===== src/hdl/galc_pkg.sv =====
// galc_pkg: shared constants for the glyph atlas slot cache
// field widths, parameter defaults and register reset values
// no dependencies
`default_nettype none

package galc_pkg;

   // parameter defaults
   localparam int SIDE_DEFAULT       = 8;
   localparam int GLYPH_BITS_DEFAULT = 16;

   // fixed port field widths
   localparam int GLYPH_W    = 16;
   localparam int SLOT_NUM_W = 6;
   localparam int COORD_W    = 12;
   localparam int SLOT_PIX_W = 10;

   // slot size register reset and coordinate ceiling
   localparam logic [SLOT_PIX_W-1:0] SLOT_PIX_RESET = 10'd32;
   localparam int COORD_MAX = 4095;

endpackage

`default_nettype wire


===== src/hdl/glyph_atlas_slot_lru_cache.sv =====
// glyph_atlas_slot_lru_cache: fully associative atlas slot cache, lru replacement
// a lookup scans the occupied slots until a match (one tag ram read per cycle),
// then finds the slot row by repeated subtraction (one subtract per cycle)
// throughput: one request at a time; the next is taken once the result is registered
// reset (synchronous): cache empty, recency chain empty, slot size 32; no memory sweep
`default_nettype none

module glyph_atlas_slot_lru_cache
   import galc_pkg::*;
#(
   parameter int SLOTS_PER_SIDE = SIDE_DEFAULT,
   parameter int GLYPH_BITS     = GLYPH_BITS_DEFAULT
) (
   input  wire logic                  clock,
   input  wire logic                  reset,
   input  wire logic                  req_valid,
   output logic                       req_ready,
   input  wire logic [GLYPH_W-1:0]    req_glyph_id,
   input  wire logic                  csr_we,
   input  wire logic [SLOT_PIX_W-1:0] csr_wdata,
   output logic                       rsp_valid,
   input  wire logic                  rsp_ready,
   output logic [SLOT_NUM_W-1:0]      rsp_slot_number,
   output logic [COORD_W-1:0]         rsp_slot_x,
   output logic [COORD_W-1:0]         rsp_slot_y,
   output logic                       rsp_was_hit,
   output logic                       rsp_did_evict,
   output logic [GLYPH_W-1:0]         rsp_victim_glyph
);

   localparam int SLOTS  = SLOTS_PER_SIDE * SLOTS_PER_SIDE;
   localparam int IDX_W  = (SLOTS > 1) ? $clog2(SLOTS) : 1;
   localparam int CNT_W  = $clog2(SLOTS + 1);
   localparam int SIDE_W = (SLOTS_PER_SIDE > 1) ? $clog2(SLOTS_PER_SIDE) : 1;
   localparam int PROD_W = SIDE_W + SLOT_PIX_W;
   localparam logic [CNT_W-1:0] HEAD = CNT_W'(SLOTS);
   localparam logic [IDX_W-1:0] SIDE_STEP = IDX_W'(SLOTS_PER_SIDE);

   typedef enum logic [8:0] {
      ST_IDLE    = 9'b000000001,
      ST_SCAN    = 9'b000000010,
      ST_DECIDE  = 9'b000000100,
      ST_LINK_RD = 9'b000001000,
      ST_UNLINK  = 9'b000010000,
      ST_MK_OLD  = 9'b000100000,
      ST_MK_NEW  = 9'b001000000,
      ST_DIVIDE  = 9'b010000000,
      ST_COORD   = 9'b100000000
   } state_type;

   // control registers
   state_type         state_ff, state_in;
   logic [CNT_W-1:0]  free_left_ff, free_left_in;
   logic [CNT_W-1:0]  head_newer_ff, head_newer_in;
   logic [CNT_W-1:0]  head_older_ff, head_older_in;
   logic [CNT_W-1:0]  scan_ff, scan_in;
   logic              cmp_vld_ff, cmp_vld_in;
   logic              rsp_valid_ff, rsp_valid_in;
   logic [SLOT_PIX_W-1:0] slot_pixels_ff, slot_pixels_in;

   // working registers
   logic [GLYPH_BITS-1:0] tag_ff, tag_in;
   logic [GLYPH_BITS-1:0] victim_ff, victim_in;
   logic [IDX_W-1:0]      cmp_idx_ff, cmp_idx_in;
   logic [IDX_W-1:0]      s_ff, s_in;
   logic [CNT_W-1:0]      m_ff, m_in;
   logic [IDX_W-1:0]      rem_ff, rem_in;
   logic [SIDE_W-1:0]     row_ff, row_in;
   logic                  hit_ff, hit_in;
   logic                  evict_ff, evict_in;
   logic                  fresh_ff, fresh_in;

   // result registers
   logic [SLOT_NUM_W-1:0] rsp_slot_number_ff, rsp_slot_number_in;
   logic [COORD_W-1:0]    rsp_slot_x_ff, rsp_slot_x_in;
   logic [COORD_W-1:0]    rsp_slot_y_ff, rsp_slot_y_in;
   logic                  rsp_was_hit_ff, rsp_was_hit_in;
   logic                  rsp_did_evict_ff, rsp_did_evict_in;
   logic [GLYPH_W-1:0]    rsp_victim_glyph_ff, rsp_victim_glyph_in;

   // ram ports
   logic                  tag_we;
   logic [IDX_W-1:0]      tag_addr;
   logic [GLYPH_BITS-1:0] tag_q;
   logic                  newer_we, older_we;
   logic [IDX_W-1:0]      newer_addr, older_addr;
   logic [CNT_W-1:0]      newer_wdata, older_wdata;
   logic [CNT_W-1:0]      newer_q, older_q;

   // datapath helpers
   logic                  tag_match;
   logic [CNT_W-1:0]      free_dec;
   logic [IDX_W-1:0]      lru_slot;
   logic [PROD_W-1:0]     prod_x, prod_y;
   logic                  out_free;

   assign tag_match = cmp_vld_ff && (tag_q == tag_ff);
   assign free_dec  = free_left_ff - 1'b1;
   assign lru_slot  = (head_newer_ff >= HEAD) ? '0 : head_newer_ff[IDX_W-1:0];
   assign prod_x    = PROD_W'(rem_ff[SIDE_W-1:0]) * PROD_W'(slot_pixels_ff);
   assign prod_y    = PROD_W'(row_ff) * PROD_W'(slot_pixels_ff);
   assign out_free  = !rsp_valid_ff || rsp_ready;

   // tag store and recency chain links (head entry kept in flops)
   galc_ram #(.WIDTH(GLYPH_BITS), .DEPTH(SLOTS)) u_tag_ram (
      .clock   (clock),
      .wr_en   (tag_we),
      .addr    (tag_addr),
      .wr_data (tag_ff),
      .rd_data (tag_q)
   );

   galc_ram #(.WIDTH(CNT_W), .DEPTH(SLOTS)) u_newer_ram (
      .clock   (clock),
      .wr_en   (newer_we),
      .addr    (newer_addr),
      .wr_data (newer_wdata),
      .rd_data (newer_q)
   );

   galc_ram #(.WIDTH(CNT_W), .DEPTH(SLOTS)) u_older_ram (
      .clock   (clock),
      .wr_en   (older_we),
      .addr    (older_addr),
      .wr_data (older_wdata),
      .rd_data (older_q)
   );

   // sequencer and next values
   always_comb begin
      state_in            = state_ff;
      free_left_in        = free_left_ff;
      head_newer_in       = head_newer_ff;
      head_older_in       = head_older_ff;
      scan_in             = scan_ff;
      cmp_vld_in          = cmp_vld_ff;
      cmp_idx_in          = cmp_idx_ff;
      tag_in              = tag_ff;
      victim_in           = victim_ff;
      s_in                = s_ff;
      m_in                = m_ff;
      rem_in              = rem_ff;
      row_in              = row_ff;
      hit_in              = hit_ff;
      evict_in            = evict_ff;
      fresh_in            = fresh_ff;
      slot_pixels_in      = csr_we ? csr_wdata : slot_pixels_ff;
      rsp_valid_in        = rsp_valid_ff && !rsp_ready;
      rsp_slot_number_in  = rsp_slot_number_ff;
      rsp_slot_x_in       = rsp_slot_x_ff;
      rsp_slot_y_in       = rsp_slot_y_ff;
      rsp_was_hit_in      = rsp_was_hit_ff;
      rsp_did_evict_in    = rsp_did_evict_ff;
      rsp_victim_glyph_in = rsp_victim_glyph_ff;
      tag_we              = 1'b0;
      tag_addr            = s_ff;
      newer_we            = 1'b0;
      newer_addr          = s_ff;
      newer_wdata         = HEAD;
      older_we            = 1'b0;
      older_addr          = s_ff;
      older_wdata         = head_older_ff;

      case (state_ff)
         // take a request, scan starts at the lowest occupied slot
         ST_IDLE: begin
            if (req_valid) begin
               tag_in     = GLYPH_BITS'(req_glyph_id);
               scan_in    = free_left_ff;
               cmp_vld_in = 1'b0;
               hit_in     = 1'b0;
               evict_in   = 1'b0;
               fresh_in   = 1'b0;
               victim_in  = '0;
               state_in   = ST_SCAN;
            end
         end
         // one tag read and one compare per cycle
         ST_SCAN: begin
            tag_addr = scan_ff[IDX_W-1:0];
            if (tag_match) begin
               hit_in   = 1'b1;
               s_in     = cmp_idx_ff;
               state_in = ST_DECIDE;
            end else if (scan_ff == HEAD && !cmp_vld_ff) begin
               state_in = ST_DECIDE;
            end else begin
               cmp_vld_in = (scan_ff != HEAD);
               cmp_idx_in = scan_ff[IDX_W-1:0];
               if (scan_ff != HEAD) begin
                  scan_in = scan_ff + 1'b1;
               end
            end
         end
         // hit, fresh slot or eviction of the oldest
         ST_DECIDE: begin
            if (hit_ff) begin
               state_in = ST_LINK_RD;
            end else if (free_left_ff != '0) begin
               fresh_in     = 1'b1;
               s_in         = free_dec[IDX_W-1:0];
               free_left_in = free_dec;
               state_in     = ST_MK_OLD;
            end else begin
               evict_in = 1'b1;
               s_in     = lru_slot;
               state_in = ST_LINK_RD;
            end
         end
         // fetch links and old tag of the slot
         ST_LINK_RD: begin
            state_in = ST_UNLINK;
         end
         // splice the slot out of the chain, retag on eviction
         ST_UNLINK: begin
            if (evict_ff) begin
               victim_in = tag_q;
               tag_we    = 1'b1;
            end
            older_addr  = newer_q[IDX_W-1:0];
            older_wdata = older_q;
            older_we    = (newer_q != HEAD);
            newer_addr  = older_q[IDX_W-1:0];
            newer_wdata = newer_q;
            newer_we    = (older_q != HEAD);
            if (newer_q == HEAD) begin
               head_older_in = older_q;
            end
            if (older_q == HEAD) begin
               head_newer_in = newer_q;
            end
            state_in = ST_MK_OLD;
         end
         // link the slot in at the newest end
         ST_MK_OLD: begin
            tag_we        = fresh_ff;
            older_we      = 1'b1;
            older_wdata   = head_older_ff;
            newer_we      = 1'b1;
            newer_wdata   = HEAD;
            m_in          = head_older_ff;
            head_older_in = CNT_W'(s_ff);
            state_in      = ST_MK_NEW;
         end
         ST_MK_NEW: begin
            if (m_ff != HEAD) begin
               newer_we    = 1'b1;
               newer_addr  = m_ff[IDX_W-1:0];
               newer_wdata = CNT_W'(s_ff);
            end else begin
               head_newer_in = CNT_W'(s_ff);
            end
            rem_in   = s_ff;
            row_in   = '0;
            state_in = ST_DIVIDE;
         end
         // row and column by repeated subtraction
         ST_DIVIDE: begin
            if (32'(rem_ff) >= SLOTS_PER_SIDE) begin
               rem_in = rem_ff - SIDE_STEP;
               row_in = row_ff + 1'b1;
            end else begin
               state_in = ST_COORD;
            end
         end
         // pixel coordinates into the result register
         ST_COORD: begin
            if (out_free) begin
               rsp_valid_in        = 1'b1;
               rsp_slot_number_in  = SLOT_NUM_W'(s_ff);
               rsp_slot_x_in       = (32'(prod_x) > COORD_MAX) ?
                                     COORD_W'(COORD_MAX) : COORD_W'(prod_x);
               rsp_slot_y_in       = (32'(prod_y) > COORD_MAX) ?
                                     COORD_W'(COORD_MAX) : COORD_W'(prod_y);
               rsp_was_hit_in      = hit_ff;
               rsp_did_evict_in    = evict_ff;
               rsp_victim_glyph_in = GLYPH_W'(victim_ff);
               state_in            = ST_IDLE;
            end
         end
         default: begin
            state_in = ST_IDLE;
         end
      endcase
   end

   // control state
   always_ff @(posedge clock) begin
      if (reset) begin
         state_ff       <= ST_IDLE;
         free_left_ff   <= HEAD;
         head_newer_ff  <= HEAD;
         head_older_ff  <= HEAD;
         scan_ff        <= '0;
         cmp_vld_ff     <= 1'b0;
         rsp_valid_ff   <= 1'b0;
         slot_pixels_ff <= SLOT_PIX_RESET;
      end else begin
         state_ff       <= state_in;
         free_left_ff   <= free_left_in;
         head_newer_ff  <= head_newer_in;
         head_older_ff  <= head_older_in;
         scan_ff        <= scan_in;
         cmp_vld_ff     <= cmp_vld_in;
         rsp_valid_ff   <= rsp_valid_in;
         slot_pixels_ff <= slot_pixels_in;
      end
   end

   // payload
   always_ff @(posedge clock) begin
      tag_ff              <= tag_in;
      victim_ff           <= victim_in;
      cmp_idx_ff          <= cmp_idx_in;
      s_ff                <= s_in;
      m_ff                <= m_in;
      rem_ff              <= rem_in;
      row_ff              <= row_in;
      hit_ff              <= hit_in;
      evict_ff            <= evict_in;
      fresh_ff            <= fresh_in;
      rsp_slot_number_ff  <= rsp_slot_number_in;
      rsp_slot_x_ff       <= rsp_slot_x_in;
      rsp_slot_y_ff       <= rsp_slot_y_in;
      rsp_was_hit_ff      <= rsp_was_hit_in;
      rsp_did_evict_ff    <= rsp_did_evict_in;
      rsp_victim_glyph_ff <= rsp_victim_glyph_in;
   end

   assign req_ready        = (state_ff == ST_IDLE);
   assign rsp_valid        = rsp_valid_ff;
   assign rsp_slot_number  = rsp_slot_number_ff;
   assign rsp_slot_x       = rsp_slot_x_ff;
   assign rsp_slot_y       = rsp_slot_y_ff;
   assign rsp_was_hit      = rsp_was_hit_ff;
   assign rsp_did_evict    = rsp_did_evict_ff;
   assign rsp_victim_glyph = rsp_victim_glyph_ff;

`ifndef SYNTHESIS
   a_free_range: assert property (@(posedge clock) disable iff (reset)
      free_left_ff <= HEAD)
      else $error("free slot count beyond slot total");

   a_rsp_from_coord: assert property (@(posedge clock) disable iff (reset)
      $rose(rsp_valid_ff) |-> $past(state_ff == ST_COORD))
      else $error("response raised outside coordinate step");

   a_accept_scan: assert property (@(posedge clock) disable iff (reset)
      req_valid && req_ready |=> state_ff == ST_SCAN)
      else $error("accepted request did not start a scan");

   a_evict_full: assert property (@(posedge clock) disable iff (reset)
      rsp_valid_ff && rsp_did_evict_ff |-> free_left_ff == '0)
      else $error("eviction while free slots remain");

   a_hit_no_evict: assert property (@(posedge clock) disable iff (reset)
      rsp_valid_ff |-> !(rsp_was_hit_ff && rsp_did_evict_ff))
      else $error("hit and eviction reported together");
`endif

endmodule

`default_nettype wire


===== src/hdl/galc_ram.sv =====
// galc_ram: generic single port ram with registered read
// one address serves both the write and the read; no dependencies
`default_nettype none

module galc_ram #(
   parameter int WIDTH = 16,
   parameter int DEPTH = 64,
   parameter int ADDR_W = (DEPTH > 1) ? $clog2(DEPTH) : 1
) (
   input  wire logic              clock,
   input  wire logic              wr_en,
   input  wire logic [ADDR_W-1:0] addr,
   input  wire logic [WIDTH-1:0]  wr_data,
   output logic      [WIDTH-1:0]  rd_data
);

   logic [WIDTH-1:0] mem_ff [DEPTH];
   logic [WIDTH-1:0] rd_data_ff;

   // write port and registered read
   always_ff @(posedge clock) begin
      if (wr_en) begin
         mem_ff[addr] <= wr_data;
      end
      rd_data_ff <= mem_ff[addr];
   end

   assign rd_data = rd_data_ff;

endmodule

`default_nettype wire


===== config.mk =====
export PLATFORM = sky130hd
export DESIGN_NAME = glyph_atlas_slot_lru_cache
export DESIGN_NICKNAME = d
export VERILOG_FILES = /design/src/hdl/galc_pkg.sv /design/src/hdl/glyph_atlas_slot_lru_cache.sv /design/src/hdl/galc_ram.sv
export SDC_FILE = /design/constraint.sdc
export NUM_CORES = 2
export LEC_CHECK = 0
export BUFFER_PORTS_ARGS = -buffer_cell sky130_fd_sc_hd__buf_4
export CAP_MARGIN = 20
export CORE_ASPECT_RATIO = 1.5
export CORE_UTILIZATION = 56
export DETAILED_ROUTE_END_ITERATION = 8
export MAX_ROUTING_LAYER = met4
export PLACE_DENSITY = 0.84
export SLEW_MARGIN = 30
export SYNTH_ARGS = -nofsm -noshare
export SYNTH_HDL_FRONTEND = slang
export SYNTH_SLANG_ARGS = --single-unit

===== constraint.sdc =====
create_clock -name clock -period 4.8 [get_ports clock]
set_input_delay 1.44 -clock clock [delete_from_list [all_inputs] [get_ports clock]]
set_output_delay 1.44 -clock clock [all_outputs]
set_load 0.1 [all_outputs]

After elaboration in Yosys (flattened, before gate mapping) --
Memories as Yosys holds them, arrays and structs flattened. A register that Yosys moved wholly into a read port is not among the register bits. Index checks and enable logic that the tools add are counted.
Storage, ports and cells: register bits after elaboration 160, bits in writable memories 1920, output and inout port bits 50, memories kept 3
Memory list:
- u_tag_ram.mem_ff | depth 64, bits a word 16, read ports 1, clocked after Yosys merged registers in 1, write ports 1, line galc_ram.sv:17 | logic [WIDTH-1:0] mem_ff [DEPTH];
- u_newer_ram.mem_ff | depth 64, bits a word 7, read ports 1, clocked after Yosys merged registers in 1, write ports 1, line galc_ram.sv:17
- u_older_ram.mem_ff | depth 64, bits a word 7, read ports 1, clocked after Yosys merged registers in 1, write ports 1, line galc_ram.sv:17
Cells by class: $add $sub $neg 4, multiply operators 2, $lt $le $gt $ge 4, equal/unequal tests 33, multiplexer cells 62, bitwise operators 3, reduce and logical (&&, ||, !) cells 30
Operator list (number):
- case mux 9 bit (9 select lines) | 1
- 2-to-1 mux 7 bit | 9
- 2-to-1 mux 6 bit | 10
- case mux 7 bit (2 select lines) | 4
- 2-to-1 mux 9 bit | 5
- case mux 6 bit (2 select lines) | 3
- 2-to-1 mux 16 bit | 2
- case mux 16 bit (2 select lines) | 1
- != test 2 bit, second input constant | 15
- != test 7 bit, second input constant | 4
- greater-than comparator 13 x 12 -> 1 bit, second input constant | 2
- multiplier 3 x 10 -> 13 bit | 2
- equality test 7 bit, second input constant | 3
- 2-to-1 mux 1 bit | 18
- AND reduction 3 bit | 6
- equality test 16 bit | 1
- AND reduction 4 bit | 4
- nonzero test 2 bit | 7
- case mux 1 bit (2 select lines) | 6
- equality test 9 x 1 -> 1 bit, second input constant | 1
- equality test 9 x 2 -> 1 bit, second input constant | 1
- equality test 9 x 3 -> 1 bit, second input constant | 1
- equality test 9 x 4 -> 1 bit, second input constant | 1
- equality test 9 x 5 -> 1 bit, second input constant | 1
- other kinds (21) | 30

Longest topological paths before layout --
depth after elaboration 5, gate-level depth with buffers 16, mapped depth without buffers 12

Cells and area by module --
Synthesis repeated with hierarchy kept, for this count alone.
Unflattened totals: cell total of the unflattened synthesis 5158, area, all modules 83436.3 µm²
By module, submodules not included:
- galc_ram (u_tag_ram) | instances 1, cells each 2264, area each 39480.4 µm², sequential area each 31069.8 µm²
- galc_ram (u_newer_ram ...) | instances 2, cells each 1033, area each 17732.0 µm², sequential area each 13593.0 µm²
- glyph_atlas_slot_lru_cache | instances 1, cells each 828, area each 8491.9 µm², sequential area each 4314.1 µm²

Least setup slack after synthesis --
Ideal clock, no wire load.
path type flip-flop to flip-flop, start point reg state_ff[0], end point mem u_newer_ram.mem_ff[0][2] (netlist bit) (data pin), library setup time 0.702 ns, data arrival time 4.176 ns, slack -0.078 ns, stages on the path, launching flop included 9, period minus slack after synthesis 4.878 ns, cells stage by stage dfxtp_1 > buf_6 > or4_1 > buf_2 > nor2_4 > buf_4 > nand2_1 > clkbuf_1 > o21ai_0
On the way: cells in the longest elaborated chain, start to end 2, elaborated cells on any way between the ends 3, those cells by class eq/ne (2); mux (1)
Ends and longest elaborated chain:
- start, declared | line glyph_atlas_slot_lru_cache.sv:52 | state_type state_ff, state_in;
- start signal, assigned | line glyph_atlas_slot_lru_cache.sv:299 | state_ff <= state_in;
- equality test 9 x 7 -> 1 bit / equality test 9 x 5 -> 1 bit (equally long branches) | line glyph_atlas_slot_lru_cache.sv:164 | case (state_ff)
- case mux 7 bit (2 select lines) * | line glyph_atlas_slot_lru_cache.sv:164
- via newer_wdata[2] | line glyph_atlas_slot_lru_cache.sv:87 | logic [CNT_W-1:0] newer_wdata, older_wdata;
- end, declared | line galc_ram.sv:17
The timed path passes the listed nets; every way through them passes the cells marked *.

Final worst setup path --
start point reg state_ff[6], end point reg u_tag_ram.rd_data_ff[9], in the netlist u_tag_ram.rd_data[9] (read register of u_tag_ram.mem_ff)
On the way: cells in the longest elaborated chain, start to end 2
Ends and longest elaborated chain:
- equality test 9 x 2 -> 1 bit | line glyph_atlas_slot_lru_cache.sv:164
- 2-to-1 mux 6 bit | line glyph_atlas_slot_lru_cache.sv:164
- end, declared | line galc_ram.sv:18 | logic [WIDTH-1:0] rd_data_ff;
Every way passes these cells. A chain may end at the register's enable or synchronous reset.

==> flow_summary.ini <==
[outcome]
status = complete, but fails checks
violations = DRC

[worst_hold_path]
hp-start = victim_ff[11]
hold_class = reg -> reg

[power_and_ir_drop]
p_leak_nw = 30.5
pwr-share-seq_pct = 54.5
comb_power_share_pct = 5.3
p_clk_share_pct = 40.2
ir_worst_vdd_mv = 0.417
power_mw = 37.4
power_density_mw_per_mm2 = 400
p_switching_mw = 8.46
internal-power_mw = 29.0
swShare_pct = 22.6

[clock_network]
cts_buffer_depth = 3
cts_tree = yes
cts_buffers = 181
cts-hold-fix-buffers = 0
clockRootBuffer = clkbuf_16
clock-sinks = 2110
clk_latency_ns = 0.89
h-tree-depth = 4
clk_pin_slew_worst_paths_ns = 0.07

[cells_and_area]
syn2layout_area_growth_pct = 13.5
finalNetCount = 5631
post_route_cells_drive_above_1_share_pct = 14.8
final_util_pct = 64.0

[logic_synthesis]
synth_sequential_area_ratio_pct = 76.0
ys_async_sr_fraction_pct = 0
synth_ff_type = edfxtp_1
synthCells = 5289
synth_enable_flop_cells = 2031
yosysWarnings = 0
syn_avg_cell_area_um2 = 15.6
synth_seq_cells = 2110
synth_area_mm2 = 0.0823
ys_types = 86
syn_nets = 5367

[sta]
period_share_pct = 97.3
setup_viol = 0
fmaxAchievable_ghz = 0.214
setup_slack_ns = 0.130
min_period_ns = 4.67
final_hold_viol_count = 0
maxSlewViolCount = 0
tightest_slew_ns = 1.17
rsz0062_at_grt = false
setup-tns-final_ns = 0
finClkSkew_ns = 0.0470
max-slew-margin-rel_pct = 21.9

[critical_path]
reg2reg_from = state_ff[6]
crit_start = state_ff[6]
critPathArrivalTime_ns = 5.42
start_kind = register
worst-setup-path-type = reg -> reg
cp_data_required_time_ns = 5.55
cp_max_fo = 36
end_kind = register

[global_route]
grt_pass1_wl_mm = 349
grt_pass1_vias = 52400
antenna_found_initial = 12
grt_usage_pct = 33.7
grt_overflow = 0
grt_max_degree = 88

[routing]
num_vias = 53700
drt_iter0_drc = 8775
first_pass_iters = 9
viasPerCell = 7.03
ant_nets = 0
drc = 16
drt-wirelength-per-cell_um = 32.1
routed_wl_mm = 245

[place]
post-place-ws_ns = 0.300
gp_congestion = 1.00
hpwl_mm = 152
io_buffers = 80

[floorplan]
rows = 172
core_area_mm2 = 0.146
start_util_pct = 56.4
die-area_mm2 = 0.149
die_w_um = 315
die_h_um = 472
io_pins = 81

[job]
maxCapViolations = 0
## cell type report
cell class	count	area (um2)
sequential	2110	62600
fill	9249	52700
multi-input combinational	2782	18800
clock buffer	230	4780
timing repair buffer	415	3380
tap	1914	2390
clock inverter	111	1300
inverter	63	236
antenna	12	30.0
## cells in the final DEF (no fill, tap or decap), types with 17 or more instances in the layout
cell / n
o21ai_0: 69
nand3_1: 162
a21oi_1: 104
a32oi_1: 21
fa_1: 18
clkbuf_1: 42
ha_1: 29
nand2_1: 555
and2_1: 43
xnor2_1: 20
and3_1: 23
bufinv_16: 19
xor2_1: 20
inv_1: 60
clkinv_2: 34
buf_4: 393
o22ai_1: 33
o211ai_1: 42
a221oi_1: 116
clkbuf_16: 181
nor2_1: 242
buf_12: 20
edfxtp_1: 2031
a22o_1: 111
a22oi_1: 359
dfxtp_1: 78
nor4_1: 17
nand4_1: 53
mux2i_1: 232
nor3_2: 67
nor3_1: 38
a31oi_1: 110
clkinv_1: 27
## Yosys cell counts, types with 11 or more instances
cell | count | area (um2)
edfxtp_1 | 2031 | 61000
nand2_1 | 563 | 2110
a22oi_1 | 359 | 2700
nor2_1 | 246 | 923
mux2i_1 | 243 | 2430
clkbuf_1 | 166 | 623
nand3_1 | 162 | 811
a31oi_1 | 119 | 744
a221oi_1 | 117 | 1020
a22o_1 | 116 | 1020
nor3_1 | 105 | 526
a21oi_1 | 104 | 521
buf_2 | 89 | 445
dfxtp_1 | 79 | 1580
o21ai_0 | 75 | 375
inv_1 | 60 | 225
nand4_1 | 53 | 332
and2_1 | 43 | 269
o211ai_1 | 42 | 315
buf_1 | 41 | 154
o22ai_1 | 34 | 213
ha_1 | 29 | 363
buf_4 | 26 | 195
and3_1 | 23 | 144
a32oi_1 | 21 | 184
xnor2_1 | 20 | 175
xor2_1 | 20 | 175
fa_1 | 18 | 360
nor4_1 | 17 | 106
a311oi_1 | 16 | 140
o2111ai_1 | 16 | 140
o221ai_1 | 14 | 123
o31ai_1 | 13 | 97.6
a21o_1 | 12 | 90.1
buf_6 | 12 | 135
nand3b_1 | 12 | 90.1
a41oi_1 | 11 | 96.3
or4_1 | 11 | 82.6
## worst max-delay path, cell delays in order (launching register included)
cell and delay (ns):
dfxtp_1 0.59, nor4_4 0.07, buf_4 0.18, nand3_1 0.44
clkinv_1 0.37, buf_4 0.30, a21o_4 0.33, buf_12 0.24
a221oi_1 0.28, a31oi_1 0.39, buf_4 0.27, or4_1 0.61
or3_1 0.43
## logic make-up after synthesis
family / Yosys count / synth area share [%]
AND/OR/NAND/NOR: 1299 / 7.18
adder cells (fa/ha/maj): 47 / 0.878
XOR/XNOR: 40 / 0.425
flip-flops: 2110 / 76.0
multiplexers: 249 / 3.04
buffers and inverters: 397 / 2.17
AO/OA/AOI/OAI: 1147 / 10.3
## routing by layer
layer / global-route usage, % / share of wire, %
met5: - / 0
met4: 25.1 / 9.3
met3: 8.80 / 13
met2: 53.0 / 48
met1: 36.6 / 30
## sequential cells by signal (all words and copies together), names as in the netlist, 7 cells and up
register             cells
u_tag_ram.mem_ff      1024
victim_ff               16
rsp_slot_x              12
tag_ff                  16
rsp_slot_y              12
state_ff                 9
u_older_ram.mem_ff     448
u_newer_ram.rd_data      7
slot_pixels_ff          10
head_newer_ff            7
u_newer_ram.mem_ff     448
u_older_ram.rd_data      7
rsp_victim_glyph        16
m_ff                     7
scan_ff                  7
head_older_ff            7
free_left_ff             7
u_tag_ram.rd_data       16
## what timing repair did
item                                    CTS  global route
resized for setup                         0             3
buffers inserted                          0             0
endpoints found under the setup margin    0             2
## metrics by stage
stage	instances	hold slack, ns	cell area, um2
finish	7637	0.429	93500
global route	7636	0.439	93500
CTS	7624	0.434	93400
detailed placement	7283	0.408	87300
global placement	7282	0.406	87200
floorplan	5289	0.400	82300
## worst paths after layout
path,cells past startpoint,end,slack [ns]
worst max-delay path,12,u_tag_ram.rd_data[9],0.13
worst min-delay path,0,rsp_victim_glyph[11],0.43
worst max register to register,12,u_tag_ram.rd_data[9],0.13
worst min register to register,0,rsp_victim_glyph[11],0.43
## power groups by stage
stage | Combinational, mW | Clock [mW] | Sequential, mW
2_1_floorplan | 0.983 | 0 | 20.8
3_3_place_gp | 1.79 | 0 | 20.8
3_5_place_dp | 1.85 | 0 | 20.8
4_1_cts | 1.87 | 15.0 | 20.4
5_1_grt | 2.01 | 15.6 | 20.4
6_report | 1.97 | 15.1 | 20.4
Power figures use the tool's default switching activity.
